`src/rtl/core/tssg_pkg.sv`:
```
// Shared types and default constants for the triangle span generator.
package tssg_pkg;

  localparam int COORD_BITS_DEF = 12;
  localparam int FRAC_BITS_DEF  = 16;

  // Request codes on the input channel.
  localparam logic REQ_LOAD = 1'b0;
  localparam logic REQ_SPAN = 1'b1;

  // Which half of the triangle is being walked.
  typedef enum logic [1:0] {
    PH_IDLE   = 2'd0,
    PH_BOTTOM = 2'd1,
    PH_TOP    = 2'd2
  } phase_t;

  // Setup sequencer states.
  typedef enum logic [2:0] {
    ST_READY,
    ST_PROD,
    ST_SUM,
    ST_SPLIT,
    ST_SLOPE_L,
    ST_SLOPE_R
  } st_t;

  // Start and finish of one divide between the sequencer and the divider.
  typedef struct packed {
    logic start;
  } div_ctl_t;

  typedef struct packed {
    logic done;
  } div_sts_t;

endpackage

```
`src/rtl/core/triangle_scanline_span_generator.sv`:
```
// Top level of the triangle scanline span generator.
// A taken span request writes its span into the output register in the next cycle.
// A load runs two serial divides for a flat-top or flat-bottom triangle, and a product
// step, a sum step and three divides otherwise; NUM_W, the divider width, is max(2*COORD_BITS+3,
// COORD_BITS+1+FRAC_BITS), 29 at the defaults. The step from the lower to the upper half
// runs two more divides after that span, all on the shared bit-serial divider.
// Reset (synchronous, rst_n low) empties the output register and leaves no triangle active.
module triangle_scanline_span_generator import tssg_pkg::*; #(
  parameter int COORD_BITS = COORD_BITS_DEF,
  parameter int FRAC_BITS  = FRAC_BITS_DEF
) (
  input  logic                         clk,
  input  logic                         rst_n,
  input  logic                         in_valid,
  output logic                         in_stall,
  input  logic                         in_req_type,
  input  logic signed [COORD_BITS-1:0] in_first_x,
  input  logic signed [COORD_BITS-1:0] in_first_y,
  input  logic signed [COORD_BITS-1:0] in_second_x,
  input  logic signed [COORD_BITS-1:0] in_second_y,
  input  logic signed [COORD_BITS-1:0] in_third_x,
  input  logic signed [COORD_BITS-1:0] in_third_y,
  output logic                         out_valid,
  input  logic                         out_stall,
  output logic signed [COORD_BITS-1:0] out_span_y,
  output logic signed [COORD_BITS-1:0] out_span_start_x,
  output logic signed [COORD_BITS-1:0] out_span_end_x,
  output logic                         out_last_span
);

  localparam int CW1   = COORD_BITS + 1;
  localparam int PRD_W = 2 * COORD_BITS + 2;
  localparam int SUM_W = PRD_W + 1;
  localparam int SLP_W = COORD_BITS + 1 + FRAC_BITS;
  localparam int NUM_W = (SUM_W > SLP_W) ? SUM_W : SLP_W;
  localparam int ACC_W = COORD_BITS + FRAC_BITS + 3;

  // ------------------------------------------------------------------
  // Handshake. A load never makes a span, so it is taken even while a
  // span waits in the output register; a span request waits for room.
  // ------------------------------------------------------------------
  st_t    state_r, state_nxt;
  phase_t phase_r;
  logic   out_valid_r;
  logic   in_accept;
  logic   span_fire;
  logic   load_fire;

  assign in_stall  = (state_r != ST_READY) ||
                     (out_valid_r && out_stall && (in_req_type == REQ_SPAN));
  assign in_accept = in_valid && !in_stall;
  assign load_fire = in_accept && (in_req_type == REQ_LOAD);
  assign span_fire = in_accept && (in_req_type == REQ_SPAN) && (phase_r != PH_IDLE);

  // ------------------------------------------------------------------
  // Sort the incoming vertices by y with three compare-and-swap passes
  // that only swap on strictly less, so equal rows keep their order.
  // ------------------------------------------------------------------
  logic signed [COORD_BITS-1:0] sx [3];
  logic signed [COORD_BITS-1:0] sy [3];
  logic signed [COORD_BITS-1:0] tx;
  logic signed [COORD_BITS-1:0] ty;
  logic                         s_flat_top;
  logic                         s_flat_bot;

  always_comb begin
    sx[0] = in_first_x;  sy[0] = in_first_y;
    sx[1] = in_second_x; sy[1] = in_second_y;
    sx[2] = in_third_x;  sy[2] = in_third_y;
    tx = '0;
    ty = '0;
    if (sy[1] < sy[0]) begin
      tx = sx[1]; ty = sy[1]; sx[1] = sx[0]; sy[1] = sy[0]; sx[0] = tx; sy[0] = ty;
    end
    if (sy[2] < sy[0]) begin
      tx = sx[2]; ty = sy[2]; sx[2] = sx[0]; sy[2] = sy[0]; sx[0] = tx; sy[0] = ty;
    end
    if (sy[2] < sy[1]) begin
      tx = sx[2]; ty = sy[2]; sx[2] = sx[1]; sy[2] = sy[1]; sx[1] = tx; sy[1] = ty;
    end
  end

  assign s_flat_top = (sy[1] != sy[2]) && (sy[0] == sy[1]);
  assign s_flat_bot = (sy[1] == sy[2]);

  // ------------------------------------------------------------------
  // Triangle state.
  // ------------------------------------------------------------------
  logic signed [COORD_BITS-1:0] xl_r, yl_r, xm_r, ym_r, xh_r, yh_r;
  logic signed [COORD_BITS-1:0] split_x_r;
  logic signed [COORD_BITS-1:0] row_r;
  logic signed [ACC_W-1:0]      edge_l_r, edge_r_r;
  logic signed [SLP_W-1:0]      slope_l_r, slope_r_r;
  logic signed [PRD_W-1:0]      prod_r;
  logic signed [SUM_W-1:0]      num_r;
  logic                         div_run_r;

  // Row and x differences, one bit wider than a coordinate.
  logic signed [CW1-1:0] dy_lh, dy_lm, dy_mh, dx_lh;
  logic signed [PRD_W-1:0] prod_a, prod_b;

  assign dy_lh = CW1'(yh_r) - CW1'(yl_r);
  assign dy_lm = CW1'(ym_r) - CW1'(yl_r);
  assign dy_mh = CW1'(yh_r) - CW1'(ym_r);
  assign dx_lh = CW1'(xh_r) - CW1'(xl_r);
  assign prod_a = PRD_W'(xl_r) * PRD_W'(dy_lh);
  assign prod_b = PRD_W'(dy_lm) * PRD_W'(dx_lh);

  // The upper half starts from the top vertex. A flat-top triangle aims its edges at the
  // two low vertices; otherwise they aim at the middle vertex and the split point.
  logic                         flat_top_now;
  logic signed [COORD_BITS-1:0] top_a, top_b;

  assign flat_top_now = (yl_r == ym_r);
  assign top_a        = flat_top_now ? xl_r : xm_r;
  assign top_b        = flat_top_now ? xm_r : split_x_r;

  // ------------------------------------------------------------------
  // Divider operands. The split point divides the exact interpolation
  // product by the full height; each slope divides dx * 2^FRAC_BITS by
  // the height of its half.
  // ------------------------------------------------------------------
  div_ctl_t                div_ctl;
  div_sts_t                div_sts;
  logic signed [NUM_W-1:0] div_num;
  logic [COORD_BITS-1:0]   div_den;
  logic signed [NUM_W:0]   div_quot;
  logic signed [CW1-1:0]   dx_sel;
  logic signed [CW1-1:0]   dy_sel;

  always_comb begin
    dx_sel = '0;
    dy_sel = '0;
    case (state_r)
      ST_SLOPE_L: begin
        if (phase_r == PH_TOP) begin
          dx_sel = CW1'(xh_r) - CW1'(top_a);
          dy_sel = dy_mh;
        end else begin
          dx_sel = CW1'(xm_r) - CW1'(xl_r);
          dy_sel = dy_lm;
        end
      end
      ST_SLOPE_R: begin
        if (phase_r == PH_TOP) begin
          dx_sel = CW1'(xh_r) - CW1'(top_b);
          dy_sel = dy_mh;
        end else begin
          dx_sel = CW1'(split_x_r) - CW1'(xl_r);
          dy_sel = dy_lm;
        end
      end
      default: begin
        dx_sel = '0;
        dy_sel = dy_lh;
      end
    endcase
  end

  assign div_num = (state_r == ST_SPLIT) ? NUM_W'(num_r) : (NUM_W'(dx_sel) <<< FRAC_BITS);
  assign div_den = dy_sel[COORD_BITS-1:0];

  tssg_div #(
    .NUM_W (NUM_W),
    .DEN_W (COORD_BITS)
  ) u_div (
    .clk   (clk),
    .rst_n (rst_n),
    .ctl   (div_ctl),
    .num   (div_num),
    .den   (div_den),
    .sts   (div_sts),
    .quot  (div_quot)
  );

  // ------------------------------------------------------------------
  // Span arithmetic: x is the accumulator shifted down, rounded toward
  // zero, so a negative value with fraction bits left moves up by one.
  // ------------------------------------------------------------------
  logic signed [ACC_W-1:0] sh_l, sh_r;
  logic signed [ACC_W-1:0] span_xl, span_xr;
  logic signed [CW1-1:0]   row_m1;
  logic                    bot_end;
  logic                    top_end;

  assign sh_l    = edge_l_r >>> FRAC_BITS;
  assign sh_r    = edge_r_r >>> FRAC_BITS;
  assign span_xl = sh_l + ACC_W'(edge_l_r[ACC_W-1] && (|edge_l_r[FRAC_BITS-1:0]));
  assign span_xr = sh_r + ACC_W'(edge_r_r[ACC_W-1] && (|edge_r_r[FRAC_BITS-1:0]));
  assign row_m1  = CW1'(row_r) - CW1'(1);
  assign bot_end = (row_r >= ym_r);
  assign top_end = (row_m1 <= CW1'(ym_r));

  // ------------------------------------------------------------------
  // Setup sequencer: next state.
  // ------------------------------------------------------------------
  always_comb begin
    state_nxt = state_r;
    case (state_r)
      ST_READY: begin
        if (load_fire) begin
          state_nxt = (s_flat_top || s_flat_bot) ? ST_SLOPE_L : ST_PROD;
        end else if (span_fire && (phase_r == PH_BOTTOM) && bot_end && (ym_r != yh_r)) begin
          state_nxt = ST_SLOPE_L;
        end
      end
      ST_PROD:    state_nxt = ST_SUM;
      ST_SUM:     state_nxt = ST_SPLIT;
      ST_SPLIT:   if (div_sts.done) state_nxt = ST_SLOPE_L;
      ST_SLOPE_L: if (div_sts.done) state_nxt = ST_SLOPE_R;
      ST_SLOPE_R: if (div_sts.done) state_nxt = ST_READY;
      default:    state_nxt = ST_READY;
    endcase
  end

  // Setup sequencer: outputs. A divide is launched once on entry to each divide state.
  always_comb begin
    div_ctl.start = 1'b0;
    case (state_r)
      ST_SPLIT, ST_SLOPE_L, ST_SLOPE_R: div_ctl.start = !div_run_r;
      default:                          div_ctl.start = 1'b0;
    endcase
  end

  // ------------------------------------------------------------------
  // Control registers.
  // ------------------------------------------------------------------
  always_ff @(posedge clk) begin
    if (!rst_n) begin
      state_r     <= ST_READY;
      phase_r     <= PH_IDLE;
      out_valid_r <= 1'b0;
      div_run_r   <= 1'b0;
    end else begin
      state_r <= state_nxt;
      if (div_ctl.start) begin
        div_run_r <= 1'b1;
      end else if (div_sts.done) begin
        div_run_r <= 1'b0;
      end
      if (span_fire) begin
        out_valid_r <= 1'b1;
      end else if (!out_stall) begin
        out_valid_r <= 1'b0;
      end
      if (load_fire) begin
        phase_r <= s_flat_top ? PH_TOP : PH_BOTTOM;
      end else if (span_fire) begin
        if (phase_r == PH_BOTTOM) begin
          if (bot_end) begin
            phase_r <= (ym_r == yh_r) ? PH_IDLE : PH_TOP;
          end
        end else if (top_end) begin
          phase_r <= PH_IDLE;
        end
      end
    end
  end

  // ------------------------------------------------------------------
  // Datapath registers.
  // ------------------------------------------------------------------
  always_ff @(posedge clk) begin
    if (load_fire) begin
      xl_r <= sx[0]; yl_r <= sy[0];
      xm_r <= sx[1]; ym_r <= sy[1];
      xh_r <= sx[2]; yh_r <= sy[2];
      if (s_flat_top) begin
        split_x_r <= '0;
        edge_l_r  <= ACC_W'(sx[2]) <<< FRAC_BITS;
        edge_r_r  <= ACC_W'(sx[2]) <<< FRAC_BITS;
        row_r     <= sy[2];
      end else begin
        if (s_flat_bot) begin
          split_x_r <= sx[2];
        end
        edge_l_r <= ACC_W'(sx[0]) <<< FRAC_BITS;
        edge_r_r <= ACC_W'(sx[0]) <<< FRAC_BITS;
        row_r    <= sy[0];
      end
    end else if (span_fire) begin
      if (phase_r == PH_BOTTOM) begin
        if (bot_end && (ym_r != yh_r)) begin
          // Hand over to the upper half, which walks down from the top vertex.
          edge_l_r <= ACC_W'(xh_r) <<< FRAC_BITS;
          edge_r_r <= ACC_W'(xh_r) <<< FRAC_BITS;
          row_r    <= yh_r;
        end else begin
          edge_l_r <= edge_l_r + ACC_W'(slope_l_r);
          edge_r_r <= edge_r_r + ACC_W'(slope_r_r);
          row_r    <= row_r + COORD_BITS'(1);
        end
      end else begin
        edge_l_r <= edge_l_r - ACC_W'(slope_l_r);
        edge_r_r <= edge_r_r - ACC_W'(slope_r_r);
        row_r    <= row_m1[COORD_BITS-1:0];
      end
    end
    if (state_r == ST_PROD) begin
      prod_r <= prod_a;
    end
    if (state_r == ST_SUM) begin
      num_r <= SUM_W'(prod_r) + SUM_W'(prod_b);
    end
    if (div_sts.done) begin
      case (state_r)
        ST_SPLIT:   split_x_r <= div_quot[COORD_BITS-1:0];
        ST_SLOPE_L: slope_l_r <= div_quot[SLP_W-1:0];
        ST_SLOPE_R: slope_r_r <= div_quot[SLP_W-1:0];
        default:    ;
      endcase
    end
  end

  // ------------------------------------------------------------------
  // Output register.
  // ------------------------------------------------------------------
  always_ff @(posedge clk) begin
    if (span_fire) begin
      out_span_y       <= row_r;
      out_span_start_x <= span_xl[COORD_BITS-1:0];
      out_span_end_x   <= span_xr[COORD_BITS-1:0];
      out_last_span    <= (phase_r == PH_BOTTOM) ? (bot_end && (ym_r == yh_r)) : top_end;
    end
  end

  assign out_valid = out_valid_r;

endmodule

```
`src/rtl/core/tssg_div.sv`:
```
// Bit-serial restoring divider: signed numerator by non-negative denominator.
module tssg_div import tssg_pkg::*; #(
  parameter int NUM_W = 27,
  parameter int DEN_W = 12
) (
  input  logic                    clk,
  input  logic                    rst_n,
  input  div_ctl_t                ctl,
  input  logic signed [NUM_W-1:0] num,
  input  logic        [DEN_W-1:0] den,
  output div_sts_t                sts,
  output logic signed [NUM_W:0]   quot
);

  localparam int CNT_W = $clog2(NUM_W + 1);

  logic             run_r;
  logic             done_r;
  logic [CNT_W-1:0] cnt_r;
  logic [DEN_W-1:0] rem_r;
  logic [NUM_W-1:0] q_r;
  logic [DEN_W-1:0] den_r;
  logic             neg_r;
  logic             zero_r;

  logic [DEN_W:0]   trial;
  logic             fits;
  logic [DEN_W:0]   diff;
  logic [NUM_W-1:0] mag;

  assign mag   = num[NUM_W-1] ? NUM_W'(-num) : NUM_W'(num);
  assign trial = {rem_r, q_r[NUM_W-1]};
  assign fits  = trial >= {1'b0, den_r};
  assign diff  = trial - {1'b0, den_r};

  always_ff @(posedge clk) begin
    if (!rst_n) begin
      run_r  <= 1'b0;
      done_r <= 1'b0;
      cnt_r  <= '0;
    end else begin
      done_r <= run_r && (cnt_r == CNT_W'(1));
      if (ctl.start) begin
        run_r <= 1'b1;
        cnt_r <= CNT_W'(NUM_W);
      end else if (run_r) begin
        cnt_r <= cnt_r - CNT_W'(1);
        if (cnt_r == CNT_W'(1)) begin
          run_r <= 1'b0;
        end
      end
    end
  end

  // One quotient bit per cycle, shifted in from the bottom as the numerator leaves the top.
  always_ff @(posedge clk) begin
    if (ctl.start) begin
      rem_r  <= '0;
      q_r    <= mag;
      den_r  <= den;
      neg_r  <= num[NUM_W-1];
      zero_r <= (den == '0);
    end else if (run_r) begin
      rem_r <= fits ? diff[DEN_W-1:0] : trial[DEN_W-1:0];
      q_r   <= {q_r[NUM_W-2:0], fits};
    end
  end

  assign sts.done = done_r;

  always_comb begin
    if (zero_r) begin
      quot = '0;
    end else if (neg_r) begin
      quot = -$signed({1'b0, q_r});
    end else begin
      quot = $signed({1'b0, q_r});
    end
  end

endmodule

```
`config.mk`:
```
export PLATFORM = sky130hd
export DESIGN_NAME = triangle_scanline_span_generator
export DESIGN_NICKNAME = d
export VERILOG_FILES = /design/src/rtl/core/tssg_pkg.sv /design/src/rtl/core/triangle_scanline_span_generator.sv /design/src/rtl/core/tssg_div.sv
export SDC_FILE = /design/constraint.sdc
export NUM_CORES = 2
export LEC_CHECK = 0
export BUFFER_PORTS_ARGS = -buffer_cell sky130_fd_sc_hd__buf_2
export CAP_MARGIN = 0
export CORE_UTILIZATION = 55
export CTS_CLUSTER_DIAMETER = 60
export DETAILED_ROUTE_END_ITERATION = 10
export PLACE_DENSITY = 0.78
export SLEW_MARGIN = 10
export SYNTH_ARGS = -nofsm -noshare
export SYNTH_HDL_FRONTEND = slang
export SYNTH_SLANG_ARGS = --single-unit
```
`constraint.sdc`:
```
create_clock -name clk -period 12.15 [get_ports clk]
set_input_delay 1.215 -clock clk [delete_from_list [all_inputs] [get_ports clk]]
set_output_delay 1.215 -clock clk [all_outputs]
set_load 0.02 [all_outputs]
```
==> metrics.cfg <==
[detailed_routing]
first_pass_iters=8
antenna_left=0
drc=0
vias=38300
routed_via_density=6.30
wl_per_cell_um=23.1
postRouteWirelength_um=140000
drtIter0Drc=4433

[setup_path]
ff2ff_path_depth=30
max_stage_delay_ps=900
cp_max_fo=45
crit_arrival_ps=10240
worstReg2RegStart=ym_r[0]
r2r_slack_ps=2430
crit_family=simple AND/OR/NAND/NOR gates
cp_common_cell=a21oi_1
critPathKind=input port to register
slowest_stage=nor3_2
rr_endpoint=num_r[21]
required_ps=12600
end_kind=register
crit_path_start=in_first_y[10]
cp.depth=34
cp_num_buf_inv=6
worstSetupStartpointType=input port

[final_layout]
fin_area_sq_um=47500
area_delta_synth_final_pct=7.42
final_layout_size_suffix_gt1_share_pct=7.05
layout.cells.non_filler=6074
multiInputGateArea_sq_um=30100
nNetsFinal=5842
regArea_sq_um=10900
nFillCells=6781

[timing]
period_needed_ps=9790
max_freq_ghz=0.102
finalClockSkew_ps=45.7
finalMaxSlewViolations=0
worst_pin_slew_ps=1250
hold_ws_ps=472
final_hold_viol_count=0
setup_viol=0
rsz0062_at_grt=no
slew_headroom_pct=15.7
fin_setup_tns_ps=0
period_share_pct=80.6

[global_routing]
grt_pass1_wl_um=214000
track_usage_pct=34.3
grt_max_degree=72
antenna_found_initial=0
grt_pass1_vias=36200
grt_remaining_overflow=0

[floorplan]
initial_core_util_pct=55.7
fp.dieH_um=285
coreArea_sq_um=79300
num_rows=103
dieWidth_um=285
dieArea_sq_um=81500
io_pins=116

[logic_synthesis]
netlist_instances=4964
yosys_warnings=0
synth_fp_nets=5827
synth_edf_count=336
yosysUniqueCellTypes=92
ys_seq_area_share_pct=24.6
yosys-top-cells-area=edfxtp_1 23%, fa_1 16%, ha_1 12%
async_reset_ff_share_pct=0
ys_ff_latch=374
ys.flop_type=edfxtp_1
yosysTopAreaCellShare_pct=22.8
yosysTopAreaCell=edfxtp_1
avgSynthCellArea_sq_um=8.90
syn_area_sq_um=44200

[place]
dp.cells=5980
gp_congestion=1.02
io_buffers=115
dpl_cell_area_sq_um=45800
dpl.hpwl_um=110000

[run_status]
outcome=complete, no violations

[cts]
cts.sinks=374
htreeDepth=2
cts_root_buffer=clkbuf_16
cts_resized=0
cts_tree=yes
clk_latency_ps=630
clockBufferDepth=3
cts_hold_buf=0
cts_buffers=47
clkTransAtPathRegs_ps=60
cts_setup_buffers=0

[hold_path]
min_path_cells=2
min_from=u_div.rem_r[11]
min_path_type=register to register
holdPathEnd=u_div.rem_r[11]

[flow_run]
maxCapViolations=0

-- layout by cell type, fill, tap and decap left out, drive strengths merged, types with 98 or more instances in the layout --
cell,count
a21oi,264
buf,175
edfxtp,336
fa,360
ha,426
inv,677
nand2,444
nor2,459
nor3,98
o21ai,230
xnor2,149
xor2,100
-- stage by stage --
step / setup WS [ps] / utilization, %
6_report: 2360 / 59.9
5_1_grt: 1560 / 59.9
4_1_cts: 2520 / 59.8
3_5_place_dp: 1930 / 57.8
3_3_place_gp: 2080 / 57.8
2_1_floorplan: 3740 / -
-- state kept, by name, summed over array words and instances (netlist names), 25 cells and up --
signal     count
slope_r_r     29
slope_l_r     29
prod_r        25
edge_l_r      31
num_r         27
edge_r_r      31
u_div.q_r     29
-- logic make-up (layout without fill, tap and decap cells) --
| logic type | Yosys count | in the layout | synth area share, % |
|---|---|---|---|
| flops | 374 | 374 | 24.6 |
| xor+xnor | 249 | 249 | 4.94 |
| other cells | 0 | 6 | 0 |
| simple gates | 1487 | 1487 | 15.7 |
| mux | 80 | 80 | 2.03 |
| buf+inv | 878 | 932 | 7.59 |
| compound gates | 1110 | 1110 | 16.8 |
| fa+ha+maj | 786 | 786 | 28.4 |
-- worst max path at each step --
stage / to / slack (ps)
3_5_place_dp: split_x_r[8] / 1930
5_1_grt: split_x_r[3] / 1560
6_report: split_x_r[8] / 2360
4_1_cts: split_x_r[10] / 2520
3_3_place_gp: split_x_r[9] / 2080
2_1_floorplan: edge_l_r[29] / 3740
-- cells in the mapped netlist, drive strengths merged (98+ instances only) --
library cell  count
edfxtp          336
xnor2           149
clkbuf          174
xor2            100
a21oi           264
fa              360
nand2           444
inv             667
o21ai           230
nor2            459
nor3             98
ha              426
-- layer usage --
metal  vias up  GRT usage, %  wire length, um
li1      17200             -                -
met1     18500          46.5            55800
met2      2166          52.3            61100
met3       373          8.30            16400
met4         0          14.8             7160
met5         -             0                0
-- layout make-up --
cell class	instances	area share, %
multi-input combinational	3712	63.5
sequential	374	22.9
clock buffer	59	2.72
tap	1050	2.77
timing repair buffer	175	2.16
clock inverter	29	0.693
antenna	6	0.0316
inverter	669	5.30
-- worst register-to-register path, delay by kind of cell, from the launching register on --
kind	cells	cell delay, ps
AO/OA/AOI/OAI	12	3220
XOR/XNOR	2	1040
adder cells (fa/ha/maj)	9	4050
buffers and inverters	5	310
flip-flops	1	460
AND/OR/NAND/NOR	2	340
Power is left out: the tool's default activity adds up to more than one toggle a clock period on the data nets, which glitch-free logic cannot reach.
